**src/hdl/srhs_pkg.sv**
```systemverilog
package srhs_pkg;

	localparam int SRHS_STEP_BITS = 16;

	typedef enum logic [1:0] {
		ACT_TICK  = 2'd0,
		ACT_CHECK = 2'd1,
		ACT_LOAD  = 2'd2
	} srhs_action_t;

	typedef enum logic [1:0] {
		CFG_INTERVAL = 2'd0,
		CFG_TARGET   = 2'd1,
		CFG_KIND     = 2'd2
	} srhs_cfg_idx_t;

	localparam logic [1:0] MODE_HOMING = 2'd2;
	localparam logic [1:0] KIND_HOMING = 2'd2;

	localparam logic [2:0] PH_SEEK     = 3'd1;
	localparam logic [2:0] PH_BACKOFF  = 3'd2;
	localparam logic [2:0] PH_APPROACH = 3'd3;
	localparam logic [2:0] PH_PARKED   = 3'd4;

	localparam logic [15:0] RST_INTERVAL = 16'd10;
	localparam logic [7:0]  RST_TARGET   = 8'd40;
	localparam logic [1:0]  RST_KIND     = 2'd2;

	localparam logic [7:0]  SPEED_MIN   = 8'd1;
	localparam logic [7:0]  SPEED_FLOOR = 8'd5;
	localparam logic [13:0] DECEL_MULT  = 14'd50;
	localparam logic [19:0] TIME_MULT   = 20'd10;
	localparam logic [15:0] BACKOFF_STEPS = 16'd2000;
	localparam logic [15:0] FULL_STEPS    = 16'hFFFF;

	localparam int IN_TDATA_W  = 56;
	localparam int OUT_TDATA_W = 32;

endpackage

```
**src/hdl/stepper_ramp_homing_sequencer.sv**
```systemverilog
// Stepper step generator with speed ramp and sensor homing sequence.
// Input stream (s_*): one request per item. s_tuser carries the action
// (pulse tick, control check, load move); s_tdata carries the time stamp,
// sensor, mode, step count and phase. Output stream (m_*): exactly one
// result per input request; m_tlast marks the step that finished a move.
// Configuration writes (cfg_*) are always ready and take effect at once;
// write them only while no request is in flight.
// Pipeline: two-stage; a request is captured in the input register and its
// result in the result register, from which it is shown on m_*.
// Throughput: one request per cycle while m_tready is high; the motion state is updated by
// combinational logic (a 32x8 multiply and compare) between the two
// registers, so back-to-back requests see each other's updates.
// When m_tready is low the result register holds; the input register
// still accepts one more request, after which s_tready drops.
// Reset (arst_n low) clears both streams and sets the motion state to
// zero steps, speed 1, phase 0, and the registers to their defaults.
module stepper_ramp_homing_sequencer #(
	parameter int STEP_COUNT_BITS = srhs_pkg::SRHS_STEP_BITS
) (
	input  logic                               clk,
	input  logic                               arst_n,
	input  logic                               s_tvalid,
	output logic                               s_tready,
	// now_ms[31:0], sensor_hit[32], mode_code[34:33], step_load[50:35], phase_load[53:51]
	input  logic [srhs_pkg::IN_TDATA_W-1:0]    s_tdata,
	// action[1:0]
	input  logic [1:0]                         s_tuser,
	output logic                               m_tvalid,
	input  logic                               m_tready,
	// step_level[0], dir_level[1], steps_left[17:2], speed_now[25:18],
	// phase_now[28:26], step_taken[29]
	output logic [srhs_pkg::OUT_TDATA_W-1:0]   m_tdata,
	// move_done
	output logic                               m_tlast,
	input  logic                               cfg_valid,
	output logic                               cfg_ready,
	input  logic [1:0]                         cfg_index,
	input  logic [15:0]                        cfg_data
);
	import srhs_pkg::*;

	localparam int W = STEP_COUNT_BITS;
	localparam logic [W-1:0] RELOAD_FULL  = (W >= 16) ? W'(FULL_STEPS) : {W{1'b1}};
	localparam logic [W-1:0] RELOAD_BACK  = W'(BACKOFF_STEPS);

	logic [15:0] interval_q;
	logic [7:0]  target_q;
	logic [1:0]  kind_q;

	logic         valid_s1;
	logic [1:0]   action_s1;
	logic [31:0]  now_s1;
	logic         sensor_s1;
	logic [1:0]   mode_s1;
	logic [15:0]  load_s1;
	logic [2:0]   phase_ld_s1;

	logic [W-1:0] rem_q;
	logic [7:0]   speed_q;
	logic         pulse_q;
	logic [31:0]  last_q;
	logic         stop_q;
	logic [2:0]   phase_q;
	logic         dir_q;

	logic [W-1:0] rem_n;
	logic [7:0]   speed_n;
	logic         pulse_n;
	logic [31:0]  last_n;
	logic         stop_n;
	logic [2:0]   phase_n;
	logic         dir_n;
	logic         taken_n;
	logic         done_n;

	logic [W-1:0] rem_dec;
	logic [31:0]  elapsed;
	logic [39:0]  time_lhs;
	logic [19:0]  time_rhs;
	logic [13:0]  speed50;
	logic         homing;
	logic [31:0]  rem_ext;

	logic         advance;
	logic         out_valid_q;
	logic [OUT_TDATA_W-1:0] out_data_q;
	logic         out_last_q;

	assign cfg_ready = 1'b1;
	assign advance   = valid_s1 && (!out_valid_q || m_tready);
	assign s_tready  = !valid_s1 || advance;

	always_ff @(posedge clk or negedge arst_n) begin
		if (!arst_n) begin
			interval_q <= RST_INTERVAL;
			target_q   <= RST_TARGET;
			kind_q     <= RST_KIND;
		end else if (cfg_valid) begin
			unique case (cfg_index)
				CFG_INTERVAL: interval_q <= cfg_data;
				CFG_TARGET:   target_q   <= cfg_data[7:0];
				CFG_KIND:     kind_q     <= cfg_data[1:0];
				default: ;
			endcase
		end
	end

	always_ff @(posedge clk or negedge arst_n) begin
		if (!arst_n) begin
			valid_s1 <= 1'b0;
		end else if (s_tready) begin
			valid_s1 <= s_tvalid;
		end
	end

	always_ff @(posedge clk) begin
		if (s_tvalid && s_tready) begin
			action_s1   <= s_tuser;
			now_s1      <= s_tdata[31:0];
			sensor_s1   <= s_tdata[32];
			mode_s1     <= s_tdata[34:33];
			load_s1     <= s_tdata[50:35];
			phase_ld_s1 <= s_tdata[53:51];
		end
	end

	always_comb begin
		rem_n    = rem_q;
		speed_n  = speed_q;
		pulse_n  = pulse_q;
		last_n   = last_q;
		stop_n   = stop_q;
		phase_n  = phase_q;
		dir_n    = dir_q;
		taken_n  = 1'b0;
		done_n   = 1'b0;
		rem_dec  = rem_q - W'(1);
		elapsed  = now_s1 - last_q;
		time_lhs = 40'(elapsed) * 40'(target_q);
		time_rhs = 20'(interval_q) * TIME_MULT;
		speed50  = 14'(speed_q) * DECEL_MULT;
		homing   = (mode_s1 == MODE_HOMING) && (kind_q == KIND_HOMING);

		unique case (action_s1)
			ACT_TICK: begin
				if (rem_q != '0) begin
					pulse_n = ~pulse_q;
					if (pulse_q) begin
						rem_n   = rem_dec;
						taken_n = 1'b1;
						if (time_lhs >= 40'(time_rhs)) begin
							last_n = now_s1;
							if (33'(speed50) > 33'(rem_dec)) begin
								speed_n = (speed_q <= SPEED_FLOOR) ? SPEED_FLOOR
								                                  : speed_q - 8'd1;
							end else if (speed_q < target_q) begin
								speed_n = speed_q + 8'd1;
							end
						end
						if (rem_dec == '0) begin
							stop_n  = 1'b1;
							speed_n = SPEED_MIN;
							done_n  = 1'b1;
						end
					end
				end
			end
			ACT_CHECK: begin
				if (stop_q) begin
					stop_n  = 1'b0;
					dir_n   = 1'b0;
					speed_n = SPEED_MIN;
					if (homing && phase_q != PH_PARKED)
						phase_n = phase_q + 3'd1;
				end
				if (homing) begin
					priority if (sensor_s1 && rem_q == '0 && phase_n == PH_SEEK) begin
						dir_n   = 1'b1;
						rem_n   = RELOAD_BACK;
						phase_n = PH_BACKOFF;
					end else if (!sensor_s1 && phase_n <= PH_APPROACH && rem_q == '0) begin
						dir_n   = 1'b0;
						rem_n   = RELOAD_FULL;
						phase_n = PH_APPROACH;
					end else if (rem_q != '0 && sensor_s1 && phase_n == PH_APPROACH) begin
						rem_n   = '0;
						phase_n = PH_PARKED;
						speed_n = SPEED_MIN;
					end else begin
					end
				end
			end
			ACT_LOAD: begin
				rem_n   = W'(load_s1);
				phase_n = phase_ld_s1;
			end
			default: ;
		endcase
		rem_ext = 32'(rem_n);
	end

	always_ff @(posedge clk or negedge arst_n) begin
		if (!arst_n) begin
			rem_q   <= '0;
			speed_q <= SPEED_MIN;
			pulse_q <= 1'b0;
			last_q  <= '0;
			stop_q  <= 1'b0;
			phase_q <= '0;
			dir_q   <= 1'b0;
		end else if (advance) begin
			rem_q   <= rem_n;
			speed_q <= speed_n;
			pulse_q <= pulse_n;
			last_q  <= last_n;
			stop_q  <= stop_n;
			phase_q <= phase_n;
			dir_q   <= dir_n;
		end
	end

	always_ff @(posedge clk or negedge arst_n) begin
		if (!arst_n) begin
			out_valid_q <= 1'b0;
		end else if (advance) begin
			out_valid_q <= 1'b1;
		end else if (m_tready) begin
			out_valid_q <= 1'b0;
		end
	end

	always_ff @(posedge clk) begin
		if (advance) begin
			out_data_q <= {2'b00, taken_n, phase_n, speed_n, rem_ext[15:0], dir_n, pulse_n};
			out_last_q <= done_n;
		end
	end

	assign m_tvalid = out_valid_q;
	assign m_tdata  = out_data_q;
	assign m_tlast  = out_last_q;

endmodule

```
**config.mk**
```make
export PLATFORM = sky130hd
export DESIGN_NAME = stepper_ramp_homing_sequencer
export DESIGN_NICKNAME = d
export VERILOG_FILES = /design/src/hdl/srhs_pkg.sv /design/src/hdl/stepper_ramp_homing_sequencer.sv
export SDC_FILE = /design/constraint.sdc
export NUM_CORES = 1
export LEC_CHECK = 0
export ABC_AREA = 1
export BUFFER_PORTS_ARGS = -buffer_cell sky130_fd_sc_hd__buf_2
export CAP_MARGIN = 10
export CELL_PAD_IN_SITES_DETAIL_PLACEMENT = 1
export CELL_PAD_IN_SITES_GLOBAL_PLACEMENT = 1
export CORE_MARGIN = 3
export CORE_UTILIZATION = 43
export DETAILED_ROUTE_END_ITERATION = 7
export HOLD_SLACK_MARGIN = 0.05
export MAX_ROUTING_LAYER = met4
export PLACE_DENSITY = 0.86
export SETUP_SLACK_MARGIN = 0.3
export SYNTH_ARGS = -nofsm -noshare
export SYNTH_HDL_FRONTEND = slang
export SYNTH_SLANG_ARGS = --single-unit
export TNS_END_PERCENT = 5
```
**constraint.sdc**
```tcl
create_clock -name clk -period 6.7 [get_ports clk]
set_input_delay 1.34 -clock clk [delete_from_list [all_inputs] [get_ports clk]]
set_output_delay 1.34 -clock clk [all_outputs]
set_load 0.1 [all_outputs]
```
---- Word-level counts from Yosys, hierarchy flattened ----
Cells that the tools add are included.
storage, ports and cells
  bits in registers ....................... 177
  bits of input ports ..................... 81
  output and inout bits ................... 36
  logic and storage cells ................. 119
cells by class
  add/sub/neg operators ................... 5
  multiply operators ...................... 3
  order comparisons ....................... 5
  equality and inequality tests ........... 12
  multiplexer cells ....................... 43
  bitwise gates (word level) .............. 1
  reductions and logical operators ........ 29
operators by type and width
  operator                 count
  $mux W16                 6
  $mux W8                  12
  $pmux W16 S3             1
  $ge A40 B20 Y1           1
  $mul A32 B8 Y40          1
  $logic_not A16 Y1        2
  $sub A32 B32 Y32         1
  $mux W3                  7
  $mul A16 B3 Y19 const B  1
  $gt A14 B16 Y1           1
  $pmux W8 S2              1
  $reduce_bool A16 Y1      1
  $sub A16 B1 Y16 const B  1
  $mux W1                  14
  $mul A8 B5 Y13 const B   1
  $logic_and A1 B1 Y1      10
  $reduce_and A5 Y1        2
  $add A8 B1 Y8 const B    1
  $eq A2 B2 Y1 const B     4
  $le A8 B3 Y1 const B     1
  $lt A8 B8 Y1             1
  $reduce_and A2 Y1        4
  $sub A8 B1 Y8 const B    1
  $ne A2 B2 Y1 const B     3
  other kinds (14)         20

---- Depth between registers and ports, before layout ----
  depth in word-level cells ............... 13
  mapped depth ............................ 52
  depth with buffers taken out ............ 51

---- Least setup slack after synthesis ----
Ideal clock, no wire load.
  path type ............................... register to register
  start ................................... register last_q[0]
  end ..................................... register out_data_q[20], in the netlist m_tdata[20], data pin
  library setup time ...................... 0.258 ns
  arrival time ............................ 6.684 ns
  data required time ...................... 6.442 ns
  path slack .............................. -0.242 ns
  cell stages (with the launch flop) ...... 41
  path buffers ............................ 1
  period minus slack after synthesis ...... 6.942 ns
  path through ............................ dfrtp_1 -> ha_1 -> fa_1 -> nand3b_1 -> nand2_1 -> a21oi_2 -> inv_1 -> a21oi_1 -> o31ai_1 -> xor2_1 -> inv_1 -> nor2_1 -> fa_1 -> fa_1 -> fa_1 -> inv_1 -> fa_1 -> inv_1 -> (+5 left out) -> a21oi_1 -> nand2_2 -> xor2_1 -> ha_1 -> a21oi_1 -> o21a_1 -> nand2_1 -> nor2_1 -> nand2_1 -> nor2_1 -> nand2_1 -> nor2_4 -> nand3_4 -> buf_6 -> o21ai_1 -> inv_1 -> nand2_1 -> nand2_1
between the ends
  word-level cells in the longest chain between the ends .. 8
ends and longest elaborated chain
  element                   line                                  text
  start: declaration        stepper_ramp_homing_sequencer.sv:61   logic [31:0] last_q;
  start signal: assignment  stepper_ramp_homing_sequencer.sv:215  last_q <= last_n;
  $sub A32 B32 Y32          stepper_ramp_homing_sequencer.sv:138  elapsed = now_s1 - last_q;
  $mul A32 B8 Y40           stepper_ramp_homing_sequencer.sv:139  time_lhs = 40'(elapsed) * 40'(target_q);
  $ge A40 B20 Y1            stepper_ramp_homing_sequencer.sv:151  if (time_lhs >= 40'(time_rhs)) begin
  $mux W8                   stepper_ramp_homing_sequencer.sv:151
  $mux W8                   stepper_ramp_homing_sequencer.sv:160  if (rem_dec == '0) begin
  $mux W8                   stepper_ramp_homing_sequencer.sv:148  if (pulse_q) begin
  $mux W8                   stepper_ramp_homing_sequencer.sv:146  if (rem_q != '0) begin
  $pmux W8 S2               stepper_ramp_homing_sequencer.sv:144  unique case (action_s1)
  net speed_n[2]            stepper_ramp_homing_sequencer.sv:67   logic [7:0] speed_n;
  end signal: assignment    stepper_ramp_homing_sequencer.sv:234  out_data_q <= {2'b00, taken_n, phase_n, speed_n, rem_ext[15:0], dir_n, pulse_n};
  end: declaration          stepper_ramp_homing_sequencer.sv:86   logic [OUT_TDATA_W-1:0] out_data_q;
The timed path passes the listed nets, and every way through them passes these cells.
A chain may end at the register's enable or synchronous reset.

---- Final worst setup path ----
  start ................................... register last_q[2]
  end ..................................... register speed_q[3]
between the ends
  word-level cells in the longest chain between the ends .. 8
ends and longest elaborated chain
  element                 line                                  text
  $sub A32 B32 Y32        stepper_ramp_homing_sequencer.sv:138
  $mul A32 B8 Y40         stepper_ramp_homing_sequencer.sv:139
  $ge A40 B20 Y1          stepper_ramp_homing_sequencer.sv:151
  $mux W8                 stepper_ramp_homing_sequencer.sv:151
  $mux W8                 stepper_ramp_homing_sequencer.sv:160
  $mux W8                 stepper_ramp_homing_sequencer.sv:148
  $mux W8                 stepper_ramp_homing_sequencer.sv:146
  $pmux W8 S2             stepper_ramp_homing_sequencer.sv:144
  net speed_n[3]          stepper_ramp_homing_sequencer.sv:67
  end signal: assignment  stepper_ramp_homing_sequencer.sv:213  speed_q <= speed_n;
  end: declaration        stepper_ramp_homing_sequencer.sv:59   logic [7:0] speed_q;
The timed path passes the listed nets, and every way through them passes these cells.

==> flow_metrics.py <==
metrics = {
    "floorplan": {
        "ios": 117,
        "num_rows": 79,
        "start_util": 0.438,
        "dieArea_mm2": 0.0504,
        "die_w_um": 224,
        "core-area_mm2": 0.0469,
        "die_h_um": 224,
    },
    "yosys": {
        "postSynthCellCount": 2633,
        "synth-compound-area-share": 0.107,
        "synthSimpleGateAreaFrac": 0.205,
        "seq_area_frac_synth": 0.237,
        "synth_top_family_by_area": "adder cells",
        "avgSynthCellArea_um2": 7.79,
        "synth.area.mux_share": 0.00494,
        "ys.flop_type": "edfxtp_1",
        "synth_xor_area_frac": 0.0376,
        "synth_edf_count": 87,
        "synth_fa_ha_area_frac": 0.307,
        "synth_area_mm2": 0.0205,
        "yosys.cell_types.count": 59,
        "async_reset_ff_frac": 0.508,
        "ys_ff_latch": 177,
        "ys_warn_count": 0,
    },
    "placed_design": {
        "dp_hpwl_um": 58200,
        "place_congestion": 0.909,
        "io_buffers": 111,
        "dp.cells": 3599,
    },
    "clock_tree": {
        "cts_tree": "built",
        "cts_buffers": 17,
        "cts.root.buffer_cell": "clkbuf_16",
        "cts.sinks": 177,
        "cts_buffer_depth": 2,
        "clkSlewWorstSetupHoldPaths_ns": 0.08,
        "cts_max_level": 4,
        "insertion_delay_ns": 0.49,
    },
    "global_routing": {
        "overflow": 0,
        "use_met2": 0.609,
        "grt_util_met1": 0.379,
        "grt_util_met3": 0.0598,
        "grt_busiest_layer": "met2",
        "grt_pass1_wl_um": 135000,
        "grt_usage": 0.352,
        "grt_antenna_before_repair": 1,
        "grt_pass1_vias": 24100,
        "grt_max_degree": 62,
    },
    "timing": {
        "max_slew_margin": 0.269,
        "worst_slew_pin_slew_ns": 1.10,
        "fin_crit_sh": 1.31,
        "final.setup.worst_slack_ns": -2.06,
        "skew_ns": 0.0221,
        "hold_viol": 0,
        "min_period_ns": 8.76,
        "finalMaxSlewViolations": 0,
        "setup_viol_count_final": 48,
        "rsz0062_at_grt": "true",
        "max_clock_freq_mhz": 114,
    },
    "critical_path": {
        "cp-start-kind": "flop",
        "cpPeakStageDelay_ns": 0.81,
        "cp_slowest_cell": "fa_1",
        "worstSetupPathType": "reg -> reg",
        "crit_path_end_kind": "flop",
        "arrival_ns": 9.18,
        "path_max_fanout": 7,
        "cpMostUsedCell": "nand2_1",
        "required_ns": 7.12,
    },
    "routing": {
        "routedWlPerCell_um": 26.1,
        "vias": 22300,
        "first_pass_iters": 7,
        "avgViaCountPerCell": 6.07,
        "postRouteAntennaNets": 0,
        "route.detailed.drc": 0,
        "wirelength_um": 96000,
        "drt_iter0_drc": 2322,
    },
    "flow_run": {
        "maxCapViolCount": 0,
    },
    "finish": {
        "final_net_count": 3524,
        "layout-drive-gt1-share": 0.254,
        "final_util": 0.553,
        "stdcell_count": 3672,
        "area.growth.synth_to_final_pct": 26.3,
    },
    "hold_path": {
        "worst_hold_path_type": "reg -> reg",
    },
    "status": {
        "status": "finished, violations left",
        "failed_checks": "setup timing",
    },
}
area by class of cell:
| cell class | count | area, µm² |
|---|---|---|
| inverters | 475 | 1790 |
| well taps | 607 | 759 |
| fillers | 5740 | 20900 |
| diodes | 1 | 2.50 |
| repair buffers | 463 | 3260 |
| multi-input cells | 1917 | 14700 |
| flip-flops and latches | 177 | 4870 |
| clock inverters | 15 | 110 |
| clock buffers | 17 | 425 |
per-layer routing:
layer | wire length [µm] | vias to the layer above
li1 | - | 9144
met1 | 32800 | 10900
met3 | 8150 | 708
met2 | 46000 | 1531
met4 | 9060 | 0
met5 | 0 | -
metrics by stage:
stage / setup slack [ns] / instance area (µm²) / hold slack (ns) / TNS [ns]
finish: -2.06 / 25900 / 0.539 / -89.91
global route: -2.28 / 25900 / 0.560 / -101.66
CTS: -0.889 / 25400 / 0.534 / -38.82
detailed placement: -1.11 / 24100 / 0.508 / -50.32
global placement: -0.742 / 24100 / 0.478 / -33.63
floorplan: -0.0695 / 20700 / 0.454 / -0.446
cells by family after synthesis:
family	after synthesis
adder cells (fa/ha/maj)	392
XOR/XNOR	88
flip-flops	177
buffers and inverters	540
AO/OA/AOI/OAI	391
multiplexers	9
other	2
AND/OR/NAND/NOR	1034
cells in the mapped netlist, drive strengths merged, types with 24 or more instances:
cell	count	share of area
o21ai	129	0.032
nor2	367	0.069
nand3	78	0.020
clkbuf	46	0.0085
nand2	532	0.098
fa	185	0.18
xor2	64	0.027
xnor2	24	0.010
a21oi	179	0.044
inv	468	0.086
dfrtp	84	0.10
edfxtp	87	0.13
ha	207	0.13
path summary, 6_finish.rpt:
path	start	endpoint	slack [ns]	depth (start not counted)
worst max-delay path	last_q[2]	speed_q[3]	-2.06	52
worst min-delay path	last_q[25]	last_q[25]	0.54	2
worst max register to register	last_q[2]	speed_q[3]	-2.06	52
worst min register to register	last_q[25]	last_q[25]	0.54	2
max in group asynchronous	arst_n	interval_q[10]	4.59	2
min in group asynchronous	arst_n	last_q[6]	0.81	1
registers in the layout (all words and copies together), names as in the netlist:
name         count
load_s1         16
dir_q            1
interval_q      16
m_tdata         30
sensor_s1        1
mode_s1          2
stop_q           1
m_tvalid         1
phase_ld_s1      3
target_q         8
last_q          32
rem_q           16
action_s1        2
m_tlast          1
pulse_q          1
phase_q          3
now_s1          32
valid_s1         1
kind_q           2
speed_q          8
worst max-delay path: cells and delay by family (launching register included):
family                   cells  cell delay, ns
AO/OA/AOI/OAI                5            0.60
XOR/XNOR                     2            0.50
adder cells (fa/ha/maj)      7            2.97
buffers and inverters       11            1.16
flip-flops                   1            0.57
AND/OR/NAND/NOR             27            2.84
layout by cell type (no fill, tap or decap), types with 13 or more instances in the layout:
cell type / n
clkbuf_16: 17
a21oi_2: 27
nand3_1: 68
inv_1: 433
edfxtp_1: 87
nand4_1: 16
nand2_2: 41
dfrtp_1: 84
o21ai_0: 115
nor2_2: 37
nor2_4: 22
fa_2: 14
xor2_1: 51
xnor2_1: 20
buf_2: 110
buf_4: 344
ha_1: 181
nor2_1: 308
o211ai_1: 18
inv_2: 32
o21bai_1: 13
ha_4: 20
a21oi_1: 148
fa_1: 171
nand2_1: 481
timing repair:
action | in CTS | in global routing
gates cloned | 0 | 0
endpoints found under the hold margin | 0 | 0
pin swaps | 81 | 65
endpoints found under the setup margin | 48 | 48
hold buffers | 0 | 0
buffers inserted | 30 | 10
gates resized for setup | 146 | 102
Power is not shown: default switching activity piles up to over one toggle a cycle in this logic, so the estimate is an artifact.
